[src/rtl/rba_pkg.sv]
// ----------------------------------------------------------------------------
// rba_pkg
// Shared widths, angle constants, arctangent table and pipeline control
// types for the relative bearing pipeline.
// ----------------------------------------------------------------------------
package rba_pkg;

  // datapath widths
  localparam int W_IN  = 32;   // Q16.16 position inputs
  localparam int W_D   = 33;   // exact difference of two inputs
  localparam int W_XY  = 36;   // cordic vector with gain headroom
  localparam int W_Z   = 20;   // one cordic angle, Q.16 radians
  localparam int W_A   = 21;   // sum of two angles, Q.16 radians
  localparam int W_Q   = 18;   // angle after rounding to Q3.13
  localparam int W_OUT = 16;   // output angle, Q3.13

  localparam int TABLE_LEN = 24;

  // angle constants
  localparam logic signed [W_Z-1:0]   HALF_PI_Q16 = 20'sd102944;
  localparam logic signed [W_A-1:0]   PI_Q16      = 21'sd205887;
  localparam logic signed [W_A-1:0]   TWO_PI_Q16  = 21'sd411775;
  localparam logic signed [W_Q-1:0]   PI_Q13      = 18'sd25736;
  localparam logic signed [W_OUT-1:0] PI_OUT      = 16'sd25736;

  // side information that travels with an item
  typedef struct packed {
    logic op;         // 1: trajectory, subtract reference angle
    logic no_motion;  // trajectory without dynamics, result is pi
  } tag_t;

  // per-stage control of a cordic lane
  typedef struct packed {
    logic valid;
    logic zero;       // input vector was zero, angle reads as 0
    tag_t tag;
  } ctl_t;

  // arctangent of 2^-idx in Q.16 radians
  function automatic logic signed [W_Z-1:0] atan_q16(input int idx);
    logic signed [W_Z-1:0] v;
    unique case (idx)
      0:  v = 20'sd51472;
      1:  v = 20'sd30386;
      2:  v = 20'sd16055;
      3:  v = 20'sd8150;
      4:  v = 20'sd4091;
      5:  v = 20'sd2047;
      6:  v = 20'sd1024;
      7:  v = 20'sd512;
      8:  v = 20'sd256;
      9:  v = 20'sd128;
      10: v = 20'sd64;
      11: v = 20'sd32;
      12: v = 20'sd16;
      13: v = 20'sd8;
      14: v = 20'sd4;
      15: v = 20'sd2;
      16: v = 20'sd1;
      default: v = '0;
    endcase
    return v;
  endfunction

endpackage

[src/rtl/rba_combine.sv]
// ----------------------------------------------------------------------------
// rba_combine
// Adds or subtracts the two cordic angles, wraps once into -pi..pi,
// rounds to Q3.13 with saturation and applies the no-motion override.
// ----------------------------------------------------------------------------
module rba_combine (
  input  logic                              clk,
  input  logic                              rst,
  input  logic                              in_valid,
  input  rba_pkg::tag_t                     in_tag,
  input  logic signed [rba_pkg::W_Z-1:0]    in_za,
  input  logic signed [rba_pkg::W_Z-1:0]    in_zb,
  output logic                              done,
  output logic signed [rba_pkg::W_OUT-1:0]  angle
);
  import rba_pkg::*;

  logic                   v1, v2, v3;
  logic                   nm1, nm2, nm3;
  logic signed [W_A-1:0]  a1, a2, a3;
  logic signed [W_A-1:0]  sum_next;
  logic signed [W_A-1:0]  lo_next;
  logic signed [W_A-1:0]  hi_next;
  logic signed [W_A-1:0]  rnd;
  logic signed [W_Q-1:0]  q;
  logic signed [W_OUT-1:0] angle_next;

  // sum or difference of the two angles
  always_comb begin
    if (in_tag.op) begin
      sum_next = W_A'(in_za) - W_A'(in_zb);
    end else begin
      sum_next = W_A'(in_za) + W_A'(in_zb);
    end
  end

  // lower wrap, then upper wrap
  assign lo_next = (a1 <= -PI_Q16) ? a1 + TWO_PI_Q16 : a1;
  assign hi_next = (a2 >= PI_Q16) ? a2 - TWO_PI_Q16 : a2;

  // round to nearest, saturate, override for no motion
  always_comb begin
    rnd = a3 + W_A'(4);
    q   = W_Q'(rnd >>> 3);
    if (nm3) begin
      angle_next = PI_OUT;
    end else if (q > PI_Q13) begin
      angle_next = PI_OUT;
    end else if (q < -PI_Q13) begin
      angle_next = -PI_OUT;
    end else begin
      angle_next = W_OUT'(q);
    end
  end

  // valid chain
  always_ff @(posedge clk) begin
    if (rst) begin
      v1   <= 1'b0;
      v2   <= 1'b0;
      v3   <= 1'b0;
      done <= 1'b0;
    end else begin
      v1   <= in_valid;
      v2   <= v1;
      v3   <= v2;
      done <= v3;
    end
  end

  // payload chain
  always_ff @(posedge clk) begin
    a1    <= sum_next;
    nm1   <= in_tag.no_motion;
    a2    <= lo_next;
    nm2   <= nm1;
    a3    <= hi_next;
    nm3   <= nm2;
    angle <= angle_next;
  end

endmodule

[config.mk]
export PLATFORM = sky130hd
export DESIGN_NAME = rba_combine
export DESIGN_NICKNAME = d
export VERILOG_FILES = /design/src/rtl/rba_pkg.sv /design/src/rtl/rba_combine.sv
export SDC_FILE = /design/constraint.sdc
export NUM_CORES = 1
export LEC_CHECK = 0
export BUFFER_PORTS_ARGS = -buffer_cell sky130_fd_sc_hd__buf_2
export CAP_MARGIN = 30
export CORE_ASPECT_RATIO = 0.9
export CORE_UTILIZATION = 60
export CTS_CLUSTER_DIAMETER = 100
export DETAILED_ROUTE_END_ITERATION = 12
export PLACE_DENSITY = 0.82
export SYNTH_ARGS = -nofsm -noshare
export SYNTH_HDL_FRONTEND = slang
export SYNTH_SLANG_ARGS = --single-unit
[constraint.sdc]
create_clock -name clk -period 8.1 [get_ports clk]
set_input_delay 2.025 -clock clk [delete_from_list [all_inputs] [get_ports clk]]
set_output_delay 2.025 -clock clk [all_outputs]
set_load 0.05 [all_outputs]
==> results of run 1 <==
==> per-stage QoR <==
step | utilization (%) | hold WS [ps] | cell area [um^2] | std cells | setup WS [ps]
CTS | 69.3 | 336 | 5610 | 743 | 2670
finish | 69.3 | 335 | 5610 | 743 | 2680
detailed placement | 66.5 | 316 | 5390 | 728 | 2310
floorplan | - | 310 | 5060 | 588 | 3060
global placement | 66.4 | 311 | 5390 | 727 | 2570
global route | 69.3 | 340 | 5610 | 743 | 2340
==> synth_stat cells (all sizes together), types with 5 or more instances <==
| library cell | instances |
|---|---|
| a211oi | 6 |
| a21o | 10 |
| a21oi | 32 |
| a31oi | 15 |
| and3 | 8 |
| buf | 12 |
| clkbuf | 9 |
| dfxtp | 84 |
| ha | 24 |
| inv | 18 |
| nand2 | 29 |
| nand2b | 6 |
| nand3 | 25 |
| nand4 | 7 |
| nor2 | 44 |
| nor2b | 5 |
| nor3 | 34 |
| nor3b | 7 |
| nor4 | 15 |
| o211ai | 6 |
| o21a | 5 |
| o21ai | 21 |
| o31ai | 9 |
| or2 | 6 |
| or3 | 7 |
| xnor2 | 47 |
| xor2 | 35 |
==> state kept, by name, summed over array words and instances (netlist names) <==
name   count
a1        21
a2        21
a3        19
angle     16
done       1
nm1        1
nm2        1
nm3        1
v1         1
v2         1
v3         1
==> worst max-delay path, cell delays in order <==
cell	delay (ps)
buf_2	110
nor4_1	590
nor3b_1	300
nor4b_1	690
nor2_1	110
xnor2_1	160
ha_1	370
a21o_1	190
a21oi_1	190
o21a_1	130
o31a_1	170
o2111ai_1	170
a31o_2	240
a211oi_1	200
==> logic make-up (layout without fill, tap and decap cells) <==
kind of cell	after synthesis	after routing	synth area share, %
and+or+nand+nor	216	216	23.5
AOI/OAI and AO/OA	141	141	19.2
DFF	84	84	33.3
xor gates and xnor gates	82	82	14.2
buffers and inverters	39	95	3.29
adders and majority gates	25	25	6.34
muxes	1	1	0.198
==> routing by layer <==
| layer | vias to the layer above | share of wire (%) |
|---|---|---|
| met4 | 0 | 2.4 |
| met3 | 21 | 4.8 |
| met5 | - | 0 |
| met1 | 1961 | 42 |
| met2 | 165 | 50 |
| li1 | 2269 | - |
==> path summary, 6_finish.rpt <==
kind / start / end / slack [ps] / cells after the start
setup / recovery: in_zb[5] / a1[20]$_DFF_P_ / 2680 / 14
hold / removal: nm2$_DFF_P_ / nm3$_DFF_P_ / 340 / 0
setup reg to reg: a3[3]$_DFF_P_ / angle[3]$_SDFF_PP1_ / 4600 / 8
hold reg to reg: nm2$_DFF_P_ / nm3$_DFF_P_ / 340 / 0
==> power breakdown <==
group	switching [uW]	total (uW)	leakage, uW	internal, uW
combinational	511	861	0.00144	350
clock	142	323	0.000109	182
sequential	213	807	0.000705	594
total	865	1990	0.00225	1130
==> area by class of cell <==
| type | count | area share [%] |
|---|---|---|
| Inverter | 18 | 1.20 |
| Timing Repair Buffer | 62 | 5.53 |
| Clock buffer | 10 | 2.45 |
| Sequential cell | 84 | 30.0 |
| Multi-Input combinational cell | 465 | 57.1 |
| Tap cell | 99 | 2.21 |
| Clock inverter | 5 | 1.52 |
==> impl_summary.txt, run 1 <==
----------------------------------------------------
[Yosys]
  Share of the yosys chip area belonging to registers ... between 30% and 40%
  Syn Area/Cell ... between 8 and 9 um^2
  Primary FF master, synth ... dfxtp_1
  Biggest area contributors in the synthesized netlist ... dfxtp_1 33%, xnor2_1 8.1%, xor2_1 6.1%
  Number of nets produced by synthesis ... between 600 and 700
  Area of the mapped netlist ... ~0.0051 mm^2
  Portion of synthesized cell area occupied by the leading cell type ... about 33%
  Cell variety after synth ... 64
  Ys Warns ... 0
  Syn Inst Count ... roughly 590
  Number of synthesized flops with an enable pin ... 0
  Share of async-settable or async-resettable flops after synthesis ... 0%
  Yosys reg bits ... 84
  Area leader, netlist ... dfxtp_1

[Timing]
  Portion of the clock cycle consumed by the worst path in the final layout ... roughly two thirds
  Upper clock frequency limit ... approximately 0.18 GHz
  Headroom to the max-slew limit ... between 30 and 40%
  Count of final hold-check violations ... 0
  Worst-margin pin slew ... 947 ps
  Min Tclk post-route ... 5420 ps
  Number of max-slew violations in the final report ... 0
  Final clock skew ... between 7 and 8 ps
  Final setup TNS ... 0 ps
  Setup repair after global routing missed its margin ... false
  Number of setup violations in the final report ... 0

[Final layout]
  Most used cells in the layout excluding fill and tap cells ... 84 x dfxtp_1, 62 x buf_2, 47 x xnor2_1, 44 x nor2_1, 35 x xor2_1
  Count of nets after finishing ... 710
  Filler Cell Count ... 630
  Area used by sequential logic in the layout ... ~0.0017 mm^2
  Area Growth Syn to Fin ... 11.0%
  Combined area of the multi-input logic cells ... 0.00321 mm^2
  Fraction of layout instances using a drive strength above 1 ... between 10% and 20%
  Commonest non-fill, non-tap cell in the layout ... dfxtp_1
  # diodes ... 0

[Global routing]
  Remaining global-route overflow ... 0
  Met3 Resource Use GR ... 5.16%
  Initial antenna violation count ... 0
  GRT Total Usage ... between 20% and 30%
  Most used routing layer ... met2
  Met2 track demand over resource ... 44.6%
  Global Route met1 Usage ... a little under a quarter
  Number of global-route vias before repair ... between 4,000 and 5,000
  Maximum number of pins on one net before global-route repair ... 24
  First-pass GRT wire length ... 16,500 um

[Clock tree]
  Maximum buffer depth of the clock tree ... 2
  Clock sinks ... 84
  TritonCTS clock tree ... yes
  CTS H-Tree Depth ... 3
  Latest clock arrival within the worst-skew pair ... ~350 ps
  Worst-path clk slew ... approximately 80 ps
  Number of buffers created by CTS ... 9
  Root cell of the clock tree ... clkbuf_8
  Hold-fix buffer count after cts ... 0
  Setup Fix Bufs, Post-CTS ... 0
  Post_cts resized ... 0

[Job]
  Maximum capacitance violations ... 0

[Die]
  Vertical die dimension ... between 80 and 90 um
  I/O pins ... 62
  Core Rows ... 31
  Area inside the core boundary ... 0.00811 mm^2
  Starting Density ... between 60% and 70%
  Die outline area ... 0.00880 mm^2
  Die width ... 98.8 um

[Worst setup path]
  Startpoint class of the critical path ... input port
  Setup crit end kind ... flip-flop
  Kind of critical path ... in -> reg
  Crit path required time ... ~8400 ps
  Worst-path fanout max ... 7
  Data arrival at the endpoint of the critical path ... about 5700 ps

[Drt]
  Total number of vias ... ~4,400
  Post-detailed-route count of antenna-violating nets ... 0
  Wire length per cell ... 13.1 um
  Number of vias per cell ... around 6
  Initial DRT Pass Iterations ... 5
  Drt first-iter violations ... approximately 180
  DRT Wirelength ... 9730 um
  DRC violation count after routing ... 0

[Hold path]
  Class of the tightest hold or removal check ... reg -> reg

[Pwr]
  Design Power ... 1990 uW
  Power density of the placed cells ... between 300 and 400 mW/mm^2
  Worst vdd ir ... approximately 0.00017 V
  P_leak ... between 0.002 and 0.0025 uW

[Run status]
  Status ... completed

[Placement]
  Post-DP HPWL ... around 7500 um
  I/O Buffers ... between 60 and 70
  Routability congestion estimate ... approximately 0.95

----------------------------------------------------
Note: power is estimated with default switching activity, not from simulation.
==> run 2: changes to the inputs <==
--- a/config.mk
+++ b/config.mk
@@ -8,10 +8,10 @@
 export BUFFER_PORTS_ARGS = -buffer_cell sky130_fd_sc_hd__buf_2
 export CAP_MARGIN = 30
 export CORE_ASPECT_RATIO = 0.9
-export CORE_UTILIZATION = 60
+export CORE_UTILIZATION = 59
 export CTS_CLUSTER_DIAMETER = 100
 export DETAILED_ROUTE_END_ITERATION = 12
-export PLACE_DENSITY = 0.82
+export PLACE_DENSITY = 0.81
 export SYNTH_ARGS = -nofsm -noshare
 export SYNTH_HDL_FRONTEND = slang
 export SYNTH_SLANG_ARGS = --single-unit
==> constraint.sdc (replaced) <==
create_clock -name clk -period 5.6 [get_ports clk]
set_input_delay 1.4 -clock clk [delete_from_list [all_inputs] [get_ports clk]]
set_output_delay 1.4 -clock clk [all_outputs]
set_load 0.05 [all_outputs]
==> run 2 against run 1 <==
Against the previous run:
- sequential share of layout area grew 0.12 points
- clock skew rose by 3.0 ps
- total power is 41% higher
- die area increased by 1.7%
- via count is 0.68% higher
- flip-flop and latch count did not move
- global-route usage shrank 0.069 points
- setup slack worse by 1500 ps
- critical endpoint unchanged
- largest cell class unchanged
==> impl_summary.txt, run 2 (synthesis gave the netlist of run 1 again) <==
----------------------------------------------------
[Clock tree]
  Root cell of the clock tree ... clkbuf_8
  Post_cts resized ... 0 (unchanged)
  TritonCTS clock tree ... yes
  Clock sinks ... 84 (unchanged)
  Setup Fix Bufs, Post-CTS ... 0 (unchanged)
  Latest clock arrival within the worst-skew pair ... 360 ps (about the same)
  Worst-path clk slew ... 80 ps (about the same)
  Hold-fix buffer count after cts ... 0 (unchanged)
  Maximum buffer depth of the clock tree ... 2 (unchanged)
  CTS H-Tree Depth ... 3 (unchanged)
  Number of buffers created by CTS ... 9 (unchanged)

[Worst setup path]
  Worst path cell trace ... buf_2 -> nor4_1 -> nor3b_1 -> nor4b_1 -> buf_4 -> nor2_1 -> xnor2_1 -> ha_1 -> a21o_1 -> a21oi_1 -> o21a_1 -> o31a_1 -> o2111ai_1 -> a31o_2 -> a211oi_1
  Setup crit end kind ... flip-flop
  Cell class contributing the biggest share of worst-path delay ... compound AO/OA/AOI/OAI gates
  Worst path bufs/invs ... 2 (+1)
  End of the worst register-to-register path ... angle[3]$_SDFF_PP1_
  Slowest library cell on the worst path ... nor4_1
  Startpoint class of the critical path ... input port
  Worst reg2reg path depth ... 8 (unchanged)
  Data arrival at the endpoint of the critical path ... 4670 ps (-1000 ps)
  Worst-path fanout max ... 7 (unchanged)
  Register-to-register setup slack ... 2140 ps (-2460 ps)
  Kind of critical path ... in -> reg
  Launch instance of the worst register-to-register path ... a3[2]$_DFF_P_
  Slowest stage delay, CP ... 530 ps (-160 ps)
  Crit path required time ... 5850 ps (-2500 ps)

[Timing]
  Min Tclk post-route ... 4420 ps
  Upper clock frequency limit ... ~0.23 GHz
  Count of final hold-check violations ... 0 (unchanged)
  Number of setup violations in the final report ... 0 (unchanged)
  Headroom to the max-slew limit ... 38.2% (+1.3 points)
  Worst-margin pin slew ... 928 ps (-19.0 ps)
  Final setup TNS ... 0 ps (unchanged)
  Portion of the clock cycle consumed by the worst path in the final layout ... between 70% and 80%
  Number of max-slew violations in the final report ... 0 (unchanged)
  Setup repair after global routing missed its margin ... false
  Final clock skew ... 10.6 ps (+2.96 ps)

[Drt]
  Total number of vias ... 4,446 (+0.68%)
  Number of vias per cell ... 5.85 (-1.6%)
  Initial DRT Pass Iterations ... 5 (unchanged)
  DRT Wirelength ... 9830 um (+1.0%)
  Drt first-iter violations ... 133 (-26%)
  Post-detailed-route count of antenna-violating nets ... 0 (unchanged)
  Wire length per cell ... 12.9 um (-1.3%)
  DRC violation count after routing ... 0 (unchanged)

[Final layout]
  Area Growth Syn to Fin ... 10.6%
  Biggest registers after layout ... a1: 21 flops, a2: 21 flops, a3: 19 flops
  Number of cells in the finished layout apart from fillers ... 760 (+2.3%)
  Most used cells in the layout excluding fill and tap cells ... 84 x dfxtp_1, 62 x buf_2, 47 x xnor2_1, 44 x nor2_1, 35 x xor2_1
  # diodes ... 0 (unchanged)
  Fraction of layout instances using a drive strength above 1 ... 15.0% (+0.13 points)
  Filler Cell Count ... 678 (+7.6%)
  End-of-flow core utilization ... 68.3% (-0.93 points)
  Commonest non-fill, non-tap cell in the layout ... dfxtp_1
  Layout Cell Area excl Fill ... 0.00559 mm^2 (-0.40%)
  Count of nets after finishing ... 711 (+0.14%)

[Global routing]
  Number of global-route vias before repair ... 4,247 (+3.5%)
  Initial antenna violation count ... 0 (unchanged)
  GRT Total Usage ... 22.9% (-0.069 points)
  First-pass GRT wire length ... 16,900 um (+2.4%)
  Remaining global-route overflow ... 0 (unchanged)
  Maximum number of pins on one net before global-route repair ... 24 (unchanged)

[Hold path]
  Class of the tightest hold or removal check ... reg -> reg
  Hold EP ... nm2$_DFF_P_
  Worst hold path stage count ... 0 (unchanged)
  Start point of the worst min-delay path ... nm1$_DFF_P_

[Die]
  Area inside the core boundary ... 0.00818 mm^2 (+0.96%)
  Die width ... 99.6 um (+0.83%)
  Starting Density ... 61.8% (-0.59 points)
  Die outline area ... 0.00894 mm^2 (+1.7%)
  I/O pins ... 62 (unchanged)
  Core Rows ... 31 (unchanged)
  Vertical die dimension ... 89.8 um (+0.83%)

[Pwr]
  Worst vdd ir ... 0.000250 V (+43%)
  Logic gate share of total power ... 44.8% (+1.6 points)
  P_leak ... 0.00223 uW (-1.1%)
  Switching power total ... 1270 uW (+47%)
  Sequential cell fraction of total power ... 41.8% (+1.3 points)
  Internal power ... 1530 uW (+36%)
  Switching share of power ... 45.4% (+1.9 points)
  Share of total power in the clock network ... 13.5% (-2.7 points)
  Design Power ... 2800 uW (+41%)
  Power density of the placed cells ... 500 mW/mm^2 (+41%)

[Run status]
  Status ... completed

[Placement]
  Post-DP HPWL ... 7680 um (+2.9%)
  Total instance count after detailed placement ... 745 (+2.3%)
  Post-placement cell area ... 0.00542 mm^2 (+0.51%)
  I/O Buffers ... 61 (unchanged)
  Routability congestion estimate ... 0.945 (-0.11%)

[Job]
  Maximum capacitance violations ... 0 (unchanged)

----------------------------------------------------
-- run 2: worst register-to-register path: cells and delay by family, from the launching register on --
kind                     cells  cell delay [ps]
AND/OR/NAND/NOR              4             1400
adder cells (fa/ha/maj)      1              460
AO/OA/AOI/OAI                3             1050
flip-flops                   1              440
-- run 2: through the flow --
| stage | hold slack [ps] | setup slack, ps |
|---|---|---|
| floorplan | 310 | 1180 |
| global placement | 311 | 1010 |
| detailed placement | 314 | 842 |
| CTS | 334 | 1200 |
| global route | 345 | 883 |
| finish | 333 | 1180 |
-- run 2: power groups by stage --
stage | Clock, uW | Combinational [uW] | Sequential (uW)
after global routing | 411 | 1380 | 1210
after floorplan | 0 | 948 | 1220
after global placement | 0 | 1210 | 1160
after detailed placement | 0 | 1240 | 1180
final | 377 | 1250 | 1170
after CTS | 387 | 1250 | 1160
-- run 2: layout make-up --
class	instances	area, um^2	area share [%]
clock inverters	6	48.8	0.873
multi-input cells	465	3210	57.4
well taps	115	144	2.57
inverters	18	67.6	1.21
clock buffers	9	124	2.22
repair buffers	63	318	5.68
flip-flops and latches	84	1680	30.1
-- run 2: layer usage --
layer	part of all wire (%)	track usage, %	wire (um)	vias up
met5	0	0	0	-
met4	1.8	9.56	177	0
met3	4.0	4.51	392	19
met2	52	43.6	5070	133
met1	43	24.2	4190	2010
li1	-	-	-	2284
-- run 2: how the worst max path moves through the flow --
stage | startpoint | endpoint | slack (ps) | cells past startpoint
2_1_floorplan | in_zb[5] | a1[20]$_DFF_P_ | 1180 | 13
3_3_place_gp | in_zb[5] | a1[20]$_DFF_P_ | 1010 | 15
3_5_place_dp | in_zb[5] | a1[20]$_DFF_P_ | 840 | 15
4_1_cts | in_zb[5] | a1[20]$_DFF_P_ | 1200 | 15
5_1_grt | in_zb[5] | a1[20]$_DFF_P_ | 880 | 15
6_report | in_zb[4] | a1[20]$_DFF_P_ | 1180 | 15
